===== src/rtl/scf_pkg.sv =====
// Types and constants shared by the servo command framer modules.
package scf_pkg;

  // Header byte and frame layout constants.
  localparam logic [7:0] HDR_BYTE    = 8'h55;
  localparam logic [7:0] OP_MOVE     = 8'd1;
  localparam logic [7:0] LEN_MOVE    = 8'd7;
  localparam logic [7:0] OP_SET_ID   = 8'd13;
  localparam logic [7:0] LEN_SET_ID  = 8'd4;
  localparam logic [7:0] OP_READ_ID  = 8'd14;
  localparam logic [7:0] LEN_READ_ID = 8'd3;

  // Body byte counts (id through last parameter).
  localparam logic [2:0] NBODY_MOVE    = 3'd7;
  localparam logic [2:0] NBODY_SET_ID  = 3'd4;
  localparam logic [2:0] NBODY_READ_ID = 3'd3;

  // Number of header bytes ahead of the body.
  localparam logic [3:0] HDR_COUNT = 4'd2;

  // Command codes.
  localparam logic [1:0] CMD_MOVE    = 2'd0;
  localparam logic [1:0] CMD_SET_ID  = 2'd1;
  localparam logic [1:0] CMD_READ_ID = 2'd2;

  // One input beat.
  typedef struct packed {
    logic [1:0]  cmd;
    logic [7:0]  servo_id;
    logic [15:0] position;
    logic [15:0] move_time;
    logic [7:0]  new_id;
  } scf_cmd_t;

  // One output beat.
  typedef struct packed {
    logic [7:0] tx_byte;
    logic       last;
  } scf_byte_t;

  // A classified frame waiting to be sent.
  typedef struct packed {
    logic [6:0][7:0] body;
    logic [2:0]      nbody;
    logic [7:0]      chk;
  } scf_frame_t;

  // Queue handshake toward the back end.
  typedef struct packed {
    logic avail;
    logic pop;
  } scf_qctl_t;

endpackage


===== src/rtl/scf_front.sv =====
// Front end: classifies a command and builds its frame body and checksum.
module scf_front import scf_pkg::*; (
  input  scf_cmd_t   cmd_in,
  output logic       known,
  output scf_frame_t frame
);

  logic [7:0] sum;

  // Lay out the body bytes for the selected opcode; unused slots stay zero.
  // Checksum is the inverted 8-bit sum of the body; zero slots add nothing.
  always_comb begin
    frame.body  = '0;
    frame.nbody = NBODY_READ_ID;
    known       = 1'b1;
    frame.body[0] = cmd_in.servo_id;
    case (cmd_in.cmd)
      CMD_MOVE: begin
        frame.body[1] = LEN_MOVE;
        frame.body[2] = OP_MOVE;
        frame.body[3] = cmd_in.position[7:0];
        frame.body[4] = cmd_in.position[15:8];
        frame.body[5] = cmd_in.move_time[7:0];
        frame.body[6] = cmd_in.move_time[15:8];
        frame.nbody   = NBODY_MOVE;
      end
      CMD_SET_ID: begin
        frame.body[1] = LEN_SET_ID;
        frame.body[2] = OP_SET_ID;
        frame.body[3] = cmd_in.new_id;
        frame.nbody   = NBODY_SET_ID;
      end
      CMD_READ_ID: begin
        frame.body[1] = LEN_READ_ID;
        frame.body[2] = OP_READ_ID;
        frame.nbody   = NBODY_READ_ID;
      end
      default: begin
        known = 1'b0;
      end
    endcase
    sum = '0;
    for (int i = 0; i < 7; i++) begin
      sum = sum + frame.body[i];
    end
    frame.chk = ~sum;
  end

endmodule


===== src/rtl/scf_queue.sv =====
// Small register queue of classified frames between front and back ends.
module scf_queue import scf_pkg::*; #(
  parameter int DEPTH = 2
) (
  input  logic       clk,
  input  logic       rst,
  input  logic       push,
  input  scf_frame_t wr_frame,
  output logic       full,
  input  scf_qctl_t  ctl_in,
  output logic       avail,
  output scf_frame_t rd_frame
);

  localparam int PTR_W = $clog2(DEPTH);
  localparam int CNT_W = $clog2(DEPTH + 1);

  scf_frame_t         slots [DEPTH];
  logic [PTR_W-1:0]   wr_ptr;
  logic [PTR_W-1:0]   rd_ptr;
  logic [CNT_W-1:0]   count;
  logic               do_pop;

  assign full     = (count == CNT_W'(DEPTH));
  assign avail    = (count != '0);
  assign do_pop   = ctl_in.pop & ctl_in.avail;
  assign rd_frame = slots[rd_ptr];

  // Frame storage.
  always_ff @(posedge clk) begin
    if (push && !full) begin
      slots[wr_ptr] <= wr_frame;
    end
  end

  // Pointers and fill count.
  always_ff @(posedge clk) begin
    if (rst) begin
      wr_ptr <= '0;
      rd_ptr <= '0;
      count  <= '0;
    end else begin
      if (push && !full) begin
        wr_ptr <= (wr_ptr == PTR_W'(DEPTH - 1)) ? '0 : wr_ptr + 1'b1;
      end
      if (do_pop) begin
        rd_ptr <= (rd_ptr == PTR_W'(DEPTH - 1)) ? '0 : rd_ptr + 1'b1;
      end
      case ({push && !full, do_pop})
        2'b10:   count <= count + 1'b1;
        2'b01:   count <= count - 1'b1;
        default: count <= count;
      endcase
    end
  end

endmodule


===== src/rtl/scf_back.sv =====
// Back end: walks a queued frame and sends one byte per beat.
module scf_back import scf_pkg::*; (
  input  logic       clk,
  input  logic       rst,
  input  logic       q_avail,
  input  scf_frame_t frame,
  output scf_qctl_t  ctl_out,
  output logic       out_valid,
  input  logic       out_stall,
  output scf_byte_t  out_data
);

  logic [3:0] idx;
  logic [3:0] bidx;
  logic [3:0] last_idx;
  logic       load;
  logic       is_last;
  scf_byte_t  beat_next;

  assign load     = !out_valid || !out_stall;
  assign last_idx = {1'b0, frame.nbody} + HDR_COUNT;
  assign is_last  = (idx == last_idx);
  assign bidx     = idx - HDR_COUNT;

  // Pick the byte at the current frame position.
  always_comb begin
    beat_next.last = is_last;
    if (idx < HDR_COUNT) begin
      beat_next.tx_byte = HDR_BYTE;
    end else if (is_last) begin
      beat_next.tx_byte = frame.chk;
    end else begin
      beat_next.tx_byte = frame.body[bidx[2:0]];
    end
  end

  assign ctl_out.avail = q_avail;
  assign ctl_out.pop   = load && q_avail && is_last;

  // Output register and byte position.
  always_ff @(posedge clk) begin
    if (rst) begin
      out_valid <= 1'b0;
      idx       <= '0;
    end else if (load) begin
      out_valid <= q_avail;
      if (q_avail) begin
        idx <= is_last ? '0 : idx + 1'b1;
      end
    end
  end

  always_ff @(posedge clk) begin
    if (load && q_avail) begin
      out_data <= beat_next;
    end
  end

endmodule


===== src/rtl/serial_servo_command_framer.sv =====
// Top level of the serial servo command framer.
//
//   Channel  Direction  Handshake            Beat
//   in       input      in_valid / in_stall  one command (scf_cmd_t)
//   out      output     out_valid / out_stall one frame byte (scf_byte_t)
//
// A command is classified in the cycle it is accepted and parked in the frame queue.
// The back end sends one byte per cycle while out_stall is low: 10, 7 or 6 bytes per frame for move,
// set id and read id, back to back with no gap between frames.
// An undefined command is accepted and produces no bytes.
// Synchronous reset empties the queue and drops any byte on the output.
// in_stall rises only while the queue is full; out_stall holds the current byte.
module serial_servo_command_framer import scf_pkg::*; #(
  parameter int QUEUE_DEPTH = 2
) (
  input  logic      clk,
  input  logic      rst,
  input  logic      in_valid,
  output logic      in_stall,
  input  scf_cmd_t  in_data,
  output logic      out_valid,
  input  logic      out_stall,
  output scf_byte_t out_data
);

  scf_frame_t front_frame;
  scf_frame_t head_frame;
  logic       known;
  logic       full;
  logic       avail;
  scf_qctl_t  qctl;

  assign in_stall = full;

  scf_front u_front (
    .cmd_in (in_data),
    .known  (known),
    .frame  (front_frame)
  );

  scf_queue #(
    .DEPTH (QUEUE_DEPTH)
  ) u_queue (
    .clk      (clk),
    .rst      (rst),
    .push     (in_valid && known),
    .wr_frame (front_frame),
    .full     (full),
    .ctl_in   (qctl),
    .avail    (avail),
    .rd_frame (head_frame)
  );

  scf_back u_back (
    .clk       (clk),
    .rst       (rst),
    .q_avail   (avail),
    .frame     (head_frame),
    .ctl_out   (qctl),
    .out_valid (out_valid),
    .out_stall (out_stall),
    .out_data  (out_data)
  );

endmodule


===== config.mk =====
export PLATFORM = sky130hd
export DESIGN_NAME = serial_servo_command_framer
export DESIGN_NICKNAME = d
export VERILOG_FILES = /design/src/rtl/scf_pkg.sv /design/src/rtl/scf_front.sv /design/src/rtl/scf_queue.sv /design/src/rtl/scf_back.sv /design/src/rtl/serial_servo_command_framer.sv
export SDC_FILE = /design/constraint.sdc
export NUM_CORES = 1
export LEC_CHECK = 0
export BUFFER_PORTS_ARGS = -buffer_cell sky130_fd_sc_hd__buf_4
export CAP_MARGIN = 25
export CORE_AREA = 3 3 97 136
export CTS_CLUSTER_DIAMETER = 150
export DETAILED_ROUTE_END_ITERATION = 10
export DIE_AREA = 0 0 100 139
export PLACE_DENSITY_LB_ADDON = 0.2
export SLEW_MARGIN = 20
export SYNTH_ARGS = -nofsm -noshare
export SYNTH_HDL_FRONTEND = slang
export SYNTH_SLANG_ARGS = --single-unit

===== constraint.sdc =====
create_clock -name clk -period 4.8 [get_ports clk]
set_input_delay 0.48 -clock clk [delete_from_list [all_inputs] [get_ports clk]]
set_output_delay 0.48 -clock clk [all_outputs]
set_load 0.01 [all_outputs]

==> out/metrics.yaml, run 1 <==
sta:
  fin_crit_sh_pct: 91.3
  min_period_ns: 4.38
  finalHoldViolCount: 0
  hold_ws_ns: 0.266
  tightest_slew_ns: 0.944
  max_freq_mhz: 228
  finalClockSkew_ns: 0.00786
  setup_viol: 0
  drv_slew: 0
  rsz0062_at_grt: "no"
  slew_headroom_pct: 37.1
floorplanning:
  fp.coreArea_um2: 12200
  start_util_pct: 53.3
  num_rows: 48
  die_w_um: 100
  dieArea_um2: 13900
  ios: 65
  die_height_um: 139
power_and_ir_drop:
  p_sw_share_pct: 25.9
  clkPwrFrac_pct: 36.4
  seq_power_share_pct: 43.2
  p_int_uw: 2420
  power_frac_comb_pct: 20.4
  powerDensity_nw_per_um2: 425
  netSwitchingPower_uw: 848
  power.leakage_uw: 0.00296
  irDropWorstVdd_mv: 0.332
clock_network:
  root_buffer: "clkbuf_16"
  cts_buffer_depth: 2
  numCtsBuffers: 17
  htree_levels: 4
  post_cts_buffers: 0
  cts_tree: "done"
  ctsHoldBuffers: 0
  post_cts_resize_count: 0
  clk_latency_ns: 0.41
  clkTransAtPathRegs_ns: 0.06
  clock-sinks: 127
logic_synthesis:
  synth-edff-count: 117
  synth_area_leaders: "edfxtp_1 54%, fa_1 7.1%, ha_1 5.0%"
  ys_ff_latch: 127
  yosys.area.top_type: "edfxtp_1"
  syn_area_um2: 6500
  yosysSeqAreaShare_pct: 57.1
  syn_inst: 468
  ys_warn_count: 0
  syn_nets: 571
  ys.flop_type: "edfxtp_1"
  syn_avg_cell_area_um2: 13.9
  synth_common_cells: "117 x edfxtp_1, 57 x inv_1, 28 x mux2i_1"
  synth.top_cell.area_share_pct: 54.1
  ys_async_sr_fraction_pct: 0
  yosysMostFrequentCell: "edfxtp_1"
  yosysUniqueCellTypes: 51
placed_design:
  dp_cells: 672
  gp_congestion: 0.791
  dp_hpwl_um: 9350
  numPortBuffers: 64
route:
  met1_length_um: 5330
  top_layer_used: "met4"
  firstDrtPassIters: 4
  drt_iter0_markers: 194
  vias_per_cell: 5.42
  vias: 3813
  drc: 0
  routedWlPerCell_um: 18.5
  wl_met3_um: 462
  finalWirelength_um: 13000
  ant_nets: 0
  wl_met2_um: 6920
setup_path:
  critPathMaxFanout: 9
  required_ns: 4.94
  crit_path_start_kind: "input pin"
  cp-end-kind: "flop"
  crit_slowest_cell: "fa_1"
  critPathArrivalTime_ns: 4.52
  slowest_delay_ns: 0.54
  crit_top_cell: "fa_1"
  cp_cell_sequence: "buf_4, inv_1, ha_1, a22o_1, inv_1, fa_1, inv_1, fa_1, fa_1, fa_1, inv_1, fa_1, nor2b_1, o21a_1, o21ai_1, a21oi_1, xnor2_1"
  worstSetupPathType: "input pin to flop"
finish:
  nets: 644
  antennaDiodeCount: 0
  layout.cells.non_filler: 704
  fin_util_pct: 63.0
  final_layout_size_suffix_gt1_share_pct: 21.8
  areaGrowthSynthToFinish_pct: 18.2
  fill_cells: 942
grt:
  overflow: 0
  grt_usage_pct: 20.2
  antenna_found_initial: 0
  grt_pass1_vias: 4194
  grt_max_degree: 48
  grt_pass1_wl_um: 21200
job:
  max_cap_viol_count: 0
outcome:
  status: "finished clean"
hold_path:
  min_path_type: "input pin to flop"
## power groups by stage
stage | logic (uW) | clock network, uW | registers [uW]
finish | 668 | 1190 | 1410
global route | 766 | 1260 | 1420
CTS | 679 | 1210 | 1410
detailed placement | 672 | 0 | 1430
global placement | 659 | 0 | 1430
floorplan | 477 | 0 | 1420
## through the flow
stage	worst slack (ns)	power, uW	instance area, um2	TNS, ns
2_1_floorplan	0.124	1900	6500	0
3_3_place_gp	0.159	2090	7130	0
3_5_place_dp	-0.00825	2100	7130	-0.0165
4_1_cts	0.419	3300	7680	0
5_1_grt	0.125	3440	7680	0
6_report	0.419	3270	7680	0
## sequential cells by signal, summed over array words and instances (netlist names), named ones only
register	cells
u_queue.count	2
u_queue.wr_ptr	1
u_back.out_valid	1
u_queue.slots	108
u_back.out_data	9
u_queue.rd_ptr	1
u_back.idx	4
## final cells by class
class / instances / area, um2 / share of cell area, %
flip-flops and latches: 127 / 3710 / 48.3
multi-input cells: 264 / 2460 / 32.0
repair buffers: 73 / 548 / 7.13
clock buffers: 18 / 429 / 5.59
inverters: 58 / 218 / 2.83
well taps: 150 / 188 / 2.44
clock inverters: 14 / 125 / 1.63
## worst paths after layout
kind / depth (start not counted) / start / slack, ns / to
worst max-delay path: 17 / in_data[48] / 0.42 / u_queue.slots[0][7]
worst min-delay path: 1 / in_data[40] / 0.27 / u_queue.slots[1][11]
worst min register to register: 2 / u_back.out_valid / 0.48 / u_back.out_valid
worst max register to register: 7 / u_back.idx[0] / 2.10 / u_queue.count[1]
## metal layers
metal,up-vias,track usage (%)
met5,-,0
met4,0,8.59
met3,18,5.33
met2,91,34.2
met1,1865,24.3
li1,1839,-
## critical path: cells and delay by family
kind	cells	cell delay (ns)
AO/OA/AOI/OAI	4	0.60
AND/OR/NAND/NOR	1	0.13
adder cells (fa/ha/maj)	6	2.79
buffers and inverters	5	0.40
XOR/XNOR	1	0.11
## kinds of logic (layout without fill, tap and decap cells)
family / count (synthesis) / in the layout / share of synthesized area [%]
simple gates: 87 / 87 / 6.76
xor+xnor: 20 / 20 / 2.70
flops: 127 / 127 / 57.1
buf+inv: 77 / 163 / 5.12
compound gates: 62 / 62 / 6.47
fa+ha+maj: 49 / 49 / 12.1
mux: 46 / 46 / 9.72
## cell usage in the layout (no fill, tap or decap), drive strengths merged, types with 7 or more instances in the layout
cell	instances
clkbuf	18
or3	7
mux4	12
clkinv	8
inv	58
nor2b	7
nor3	9
nor2	15
ha	26
xnor2	14
fa	23
nand2	23
a21oi	17
dfxtp	10
buf	73
mux2i	29
o21ai	10
edfxtp	117
and2	17
(Power assumes the default switching activity.)
==> run 2, diff against run 1 <==
Settings changed: CELL_PAD_IN_SITES_DETAIL_PLACEMENT set to 1, CELL_PAD_IN_SITES_GLOBAL_PLACEMENT set to 1, CORE_AREA 3 3 97 136 to 3 3 98 138, DIE_AREA 0 0 100 139 to 0 0 101 141.
Clock period 4.8 ns to 5.2 ns, I/O delays scaled along.
==> out/metrics.yaml, run 2 (synthesized netlist as in run 1, its figures left out) <==
route:
  finalWirelength_um: 15600
  drt_iter0_markers: 196
  vias: 4008
  routedWlPerCell_um: 22.2
  drc: 0
  firstDrtPassIters: 4
  vias_per_cell: 5.70
  ant_nets: 0
sta:
  drv_slew: 0
  fin_crit_sh_pct: 90.3
  rsz0062_at_grt: "no"
  setup_tns_ns: 0
  tightest_slew_ns: 0.989
  max_freq_mhz: 213
  min_period_ns: 4.70
  finalClockSkew_ns: 0.00550
  setup_viol: 0
  slew_headroom_pct: 33.9
  finalHoldViolCount: 0
  hold_ws_ns: 0.304
finish:
  nets: 643
  regMostFlops: "u_queue.slots"
  largest_register_ffs: 108
  layout_commonest_cell: "edfxtp_1"
  top_regs: "u_queue.slots (108), u_back.out_data (9), u_back.idx (4)"
  areaGrowthSynthToFinish_pct: 18.8
  antennaDiodeCount: 0
  final_layout_size_suffix_gt1_share_pct: 22.4
  layout_common_cells: "117 x edfxtp_1, 72 x buf_4, 57 x inv_1"
clock_network:
  ctsHoldBuffers: 0
  cts_buffer_depth: 2
  cts_tree: "done"
  clock-sinks: 127
  htree_levels: 4
  clkTransAtPathRegs_ns: 0.06
  numCtsBuffers: 17
  root_buffer: "clkbuf_16"
  post_cts_buffers: 0
  post_cts_resize_count: 0
  clk_latency_ns: 0.41
setup_path:
  crit_slowest_cell: "fa_1"
  crit_path_start_kind: "input pin"
  crit_family: "adder cells"
  required_ns: 5.33
  rr_endpoint: "u_queue.count[1]"
  ff2ff_setup_slack_ns: 2.16
  worstSetupPathType: "input pin to flop"
  reg2reg_depth: 9
  critical_path_depth: 18
  cp_cell_sequence: "buf_4, inv_1, ha_1, nor2_1, nor2_1, xor2_1, ha_1, a21o_1, fa_1, fa_1, fa_1, inv_1, fa_1, nor2b_1, o21a_1, o21ai_1, a21oi_1, xnor2_1"
  critPathMaxFanout: 14
  cp-end-kind: "flop"
  critPathBufInv: 3
  slowest_delay_ns: 0.55
  crit_top_cell: "fa_1"
  critPathArrivalTime_ns: 4.83
hold_path:
  min_path_type: "input pin to flop"
  hold_path_depth: 1
  holdPathEnd: "u_queue.slots[0][16]"
  hp-start: "in_data[45]"
outcome:
  status: "finished clean"
floorplanning:
  dieArea_um2: 14200
  die_height_um: 141
  fp.coreArea_um2: 12400
  ios: 65
  die_w_um: 101
  num_rows: 48
  start_util_pct: 52.5
grt:
  overflow: 0
  grt_usage_pct: 23.8
  grt_pass1_vias: 4689
  grt_pass1_wl_um: 25100
  antenna_found_initial: 0
  grt_max_degree: 36
power_and_ir_drop:
  power.leakage_uw: 0.00297
  irDropWorstVdd_mv: 0.276
  powerDensity_nw_per_um2: 407
placed_design:
  gp_congestion: 0.771
  dp_hpwl_um: 10900
  numPortBuffers: 64
job:
  max_cap_viol_count: 0
[run 2: cell types whose count changed in the layout (fill, tap and decap cells not counted), sizes merged]
cell,before,now
buf,73,72
inv,58,59
clkbuf,18,17
clkinv,8,7
bufinv,2,3
[run 2: layer usage]
metal / global-route usage (%) / share of wire, %
met4: 8.47 / 2.5
met3: 4.16 / 3.7
met5: 0 / 0
met1: 27.4 / 39
met2: 43.6 / 55
[run 2: area by class of cell]
type	count	area, um2
clock inverter	15	170
inverter	58	218
multi-input combinational	264	2460
clock buffer	17	425
timing repair buffer	72	541
sequential	127	3710
tap	150	188
fill	1194	4650
[run 2: power breakdown]
part | total [uW] | internal (uW) | switching [uW]
registers | 1300 | 1270 | 34.8
clock network | 1190 | 750 | 440
logic | 651 | 276 | 374
[run 2: worst register-to-register path, delay by kind of cell, from the launching register on]
kind,cells,cell delay (ns)
compound gates,1,0.17
flops,1,0.64
fa+ha+maj,2,0.59
xor+xnor,1,0.17
simple gates,3,0.99
buf+inv,1,0.07
mux,1,0.33
[run 2: worst max-delay path by stage]
stage | from | end | slack, ns
after global placement | in_data[48] | u_queue.slots[1][7] | 0.35
after floorplan | in_data[48] | u_queue.slots[0][7] | 0.48
after global routing | in_data[48] | u_queue.slots[1][7] | 0.20
final | in_data[48] | u_queue.slots[1][7] | 0.50
after detailed placement | in_data[48] | u_queue.slots[1][7] | 0.18
after CTS | in_data[48] | u_queue.slots[1][7] | 0.51
[run 2: metrics by stage]
| step | area (um2) | total power (uW) | util [%] | instances | setup WS, ns |
|---|---|---|---|---|---|
| 2_1_floorplan | 6500 | 1750 | - | 468 | 0.484 |
| 3_3_place_gp | 7120 | 1930 | 57.6 | 671 | 0.349 |
| 3_5_place_dp | 7120 | 1970 | 57.6 | 671 | 0.182 |
| 4_1_cts | 7720 | 3170 | 62.4 | 703 | 0.511 |
| 5_1_grt | 7720 | 3300 | 62.4 | 703 | 0.197 |
| 6_report | 7720 | 3140 | 62.4 | 703 | 0.503 |
==> run 3, diff against run 2 <==
Settings changed: CORE_AREA 3 3 98 138 to 3 3 121 170, DIE_AREA 0 0 101 141 to 0 0 124 173.
==> out/metrics.yaml, run 3 (synthesized netlist as in run 1, its figures left out) <==
finish:
  layout_commonest_cell: "edfxtp_1"
  layout_common_cells: "117 x edfxtp_1, 71 x buf_4, 57 x inv_1"
  top_regs: "u_queue.slots (108), u_back.out_data (9), u_back.idx (4)"
  fill_cells: 2025
  final_area_um2: 7840
  final_layout_size_suffix_gt1_share_pct: 22.2
  largest_register_ffs: 108
  nets: 643
  regMostFlops: "u_queue.slots"
  antennaDiodeCount: 0
  areaGrowthSynthToFinish_pct: 20.6
setup_path:
  crit_top_cell: "fa_1"
  ff2ff_setup_slack_ns: 2.00
  required_ns: 5.35
  worstSetupPathType: "input pin to flop"
  crit_slowest_cell: "fa_1"
  critPathMaxFanout: 15
  cp_cell_sequence: "buf_4, inv_1, ha_1, a22o_1, inv_1, fa_1, inv_1, fa_1, fa_1, fa_1, inv_1, fa_1, nor2b_1, o21a_1, o21ai_1, a21oi_1, xnor2_1"
  crit_family: "adder cells"
  endpoint: "u_queue.slots[0][7]"
  crit_path_start_kind: "input pin"
  cp-end-kind: "flop"
  critPathArrivalTime_ns: 4.77
  reg2reg_depth: 9
  rr_endpoint: "u_queue.count[1]"
  cp-startpoint: "in_data[48]"
  slowest_delay_ns: 0.54
  critical_path_depth: 17
  critPathBufInv: 5
hold_path:
  min_path_type: "input pin to flop"
grt:
  grt_pass1_vias: 4320
  grt_max_degree: 34
  overflow: 0
  antenna_found_initial: 0
  grt_usage_pct: 15.1
  grt_pass1_wl_um: 23800
sta:
  drv_slew: 0
  setup_tns_ns: 0
  fin_crit_sh_pct: 88.9
  setup_ws_ns: 0.578
  setup_viol: 0
  rsz0062_at_grt: "no"
  max_freq_mhz: 216
  min_period_ns: 4.62
  finalClockSkew_ns: 0.00709
  tightest_slew_ns: 0.942
  finalHoldViolCount: 0
  slew_headroom_pct: 37.2
placed_design:
  numPortBuffers: 64
  dp_hpwl_um: 10800
  gp_congestion: 0.746
  dpl_worst_slack_ns: 0.130
  placed_cell_area_um2: 7240
outcome:
  status: "finished clean"
floorplanning:
  die_height_um: 173
  num_rows: 60
  die_w_um: 124
  dieArea_um2: 21500
  fp.coreArea_um2: 19200
  start_util_pct: 33.8
  ios: 65
route:
  ant_nets: 0
  routedWlPerCell_um: 18.8
  vias_per_cell: 4.86
  vias: 3894
  drc: 0
  drt_iter0_markers: 168
  finalWirelength_um: 15000
  firstDrtPassIters: 4
power_and_ir_drop:
  irDropWorstVdd_mv: 0.251
  power.leakage_uw: 0.00296
  powerDensity_nw_per_um2: 394
clock_network:
  post_cts_resize_count: 0
  cts_tree: "done"
  htree_levels: 4
  post_cts_buffers: 0
  root_buffer: "clkbuf_16"
  cts_buffer_depth: 2
  clkTransAtPathRegs_ns: 0.06
  ctsHoldBuffers: 0
  clock-sinks: 127
  numCtsBuffers: 17
  clk_latency_ns: 0.42
job:
  max_cap_viol_count: 0
-- run 3: cell types whose count changed in the layout (fill, tap and decap cells not counted), sizes merged --
| cell | previous run | this run |
|---|---|---|
| clkinv | 7 | 5 |
| clkinvlp | 4 | 5 |
| bufinv | 3 | 2 |
| clkbuf | 17 | 18 |
| inv | 59 | 60 |
-- run 3: worst min path at each step --
stage	start	to	slack (ns)	depth (start not counted)
2_1_floorplan	u_queue.count[1]	u_queue.count[1]	0.48	2
3_3_place_gp	u_back.out_valid	u_back.out_valid	0.47	2
3_5_place_dp	u_back.out_valid	u_back.out_valid	0.48	2
4_1_cts	in_data[45]	u_queue.slots[1][16]	0.27	1
5_1_grt	in_data[45]	u_queue.slots[0][16]	0.28	1
6_report	in_data[45]	u_queue.slots[1][16]	0.30	1
-- run 3: cell type report --
type	count	area [um2]	area share (%)
sequential	127	3710	47.4
multi-input combinational	264	2460	31.4
timing repair buffer	72	561	7.15
clock buffer	18	429	5.48
tap	248	310	3.96
inverter	58	218	2.78
clock inverter	14	143	1.82
-- run 3: through the flow --
stage	power (uW)	instances	hold slack (ns)	util [%]
2_1_floorplan	1750	468	0.480	-
3_3_place_gp	1940	768	0.468	37.7
3_5_place_dp	1970	768	0.480	37.7
4_1_cts	3130	800	0.272	40.6
5_1_grt	3270	801	0.277	40.8
6_report	3090	801	0.296	40.8
-- run 3: layer usage --
layer	up-vias	part of all wire [%]	GRT usage, %
met4	0	1.3	5.21
met3	15	2.9	3.04
li1	1832	-	-
met5	-	0	0
met1	1987	42	18.2
met2	60	54	26.4
-- run 3: power breakdown --
part | total [uW] | switching [uW] | internal, uW | leakage, uW
registers | 1300 | 31.2 | 1270 | 0.00118
logic | 638 | 361 | 277 | 0.00152
clock network | 1150 | 447 | 703 | 0.000266
total | 3090 | 839 | 2250 | 0.00296
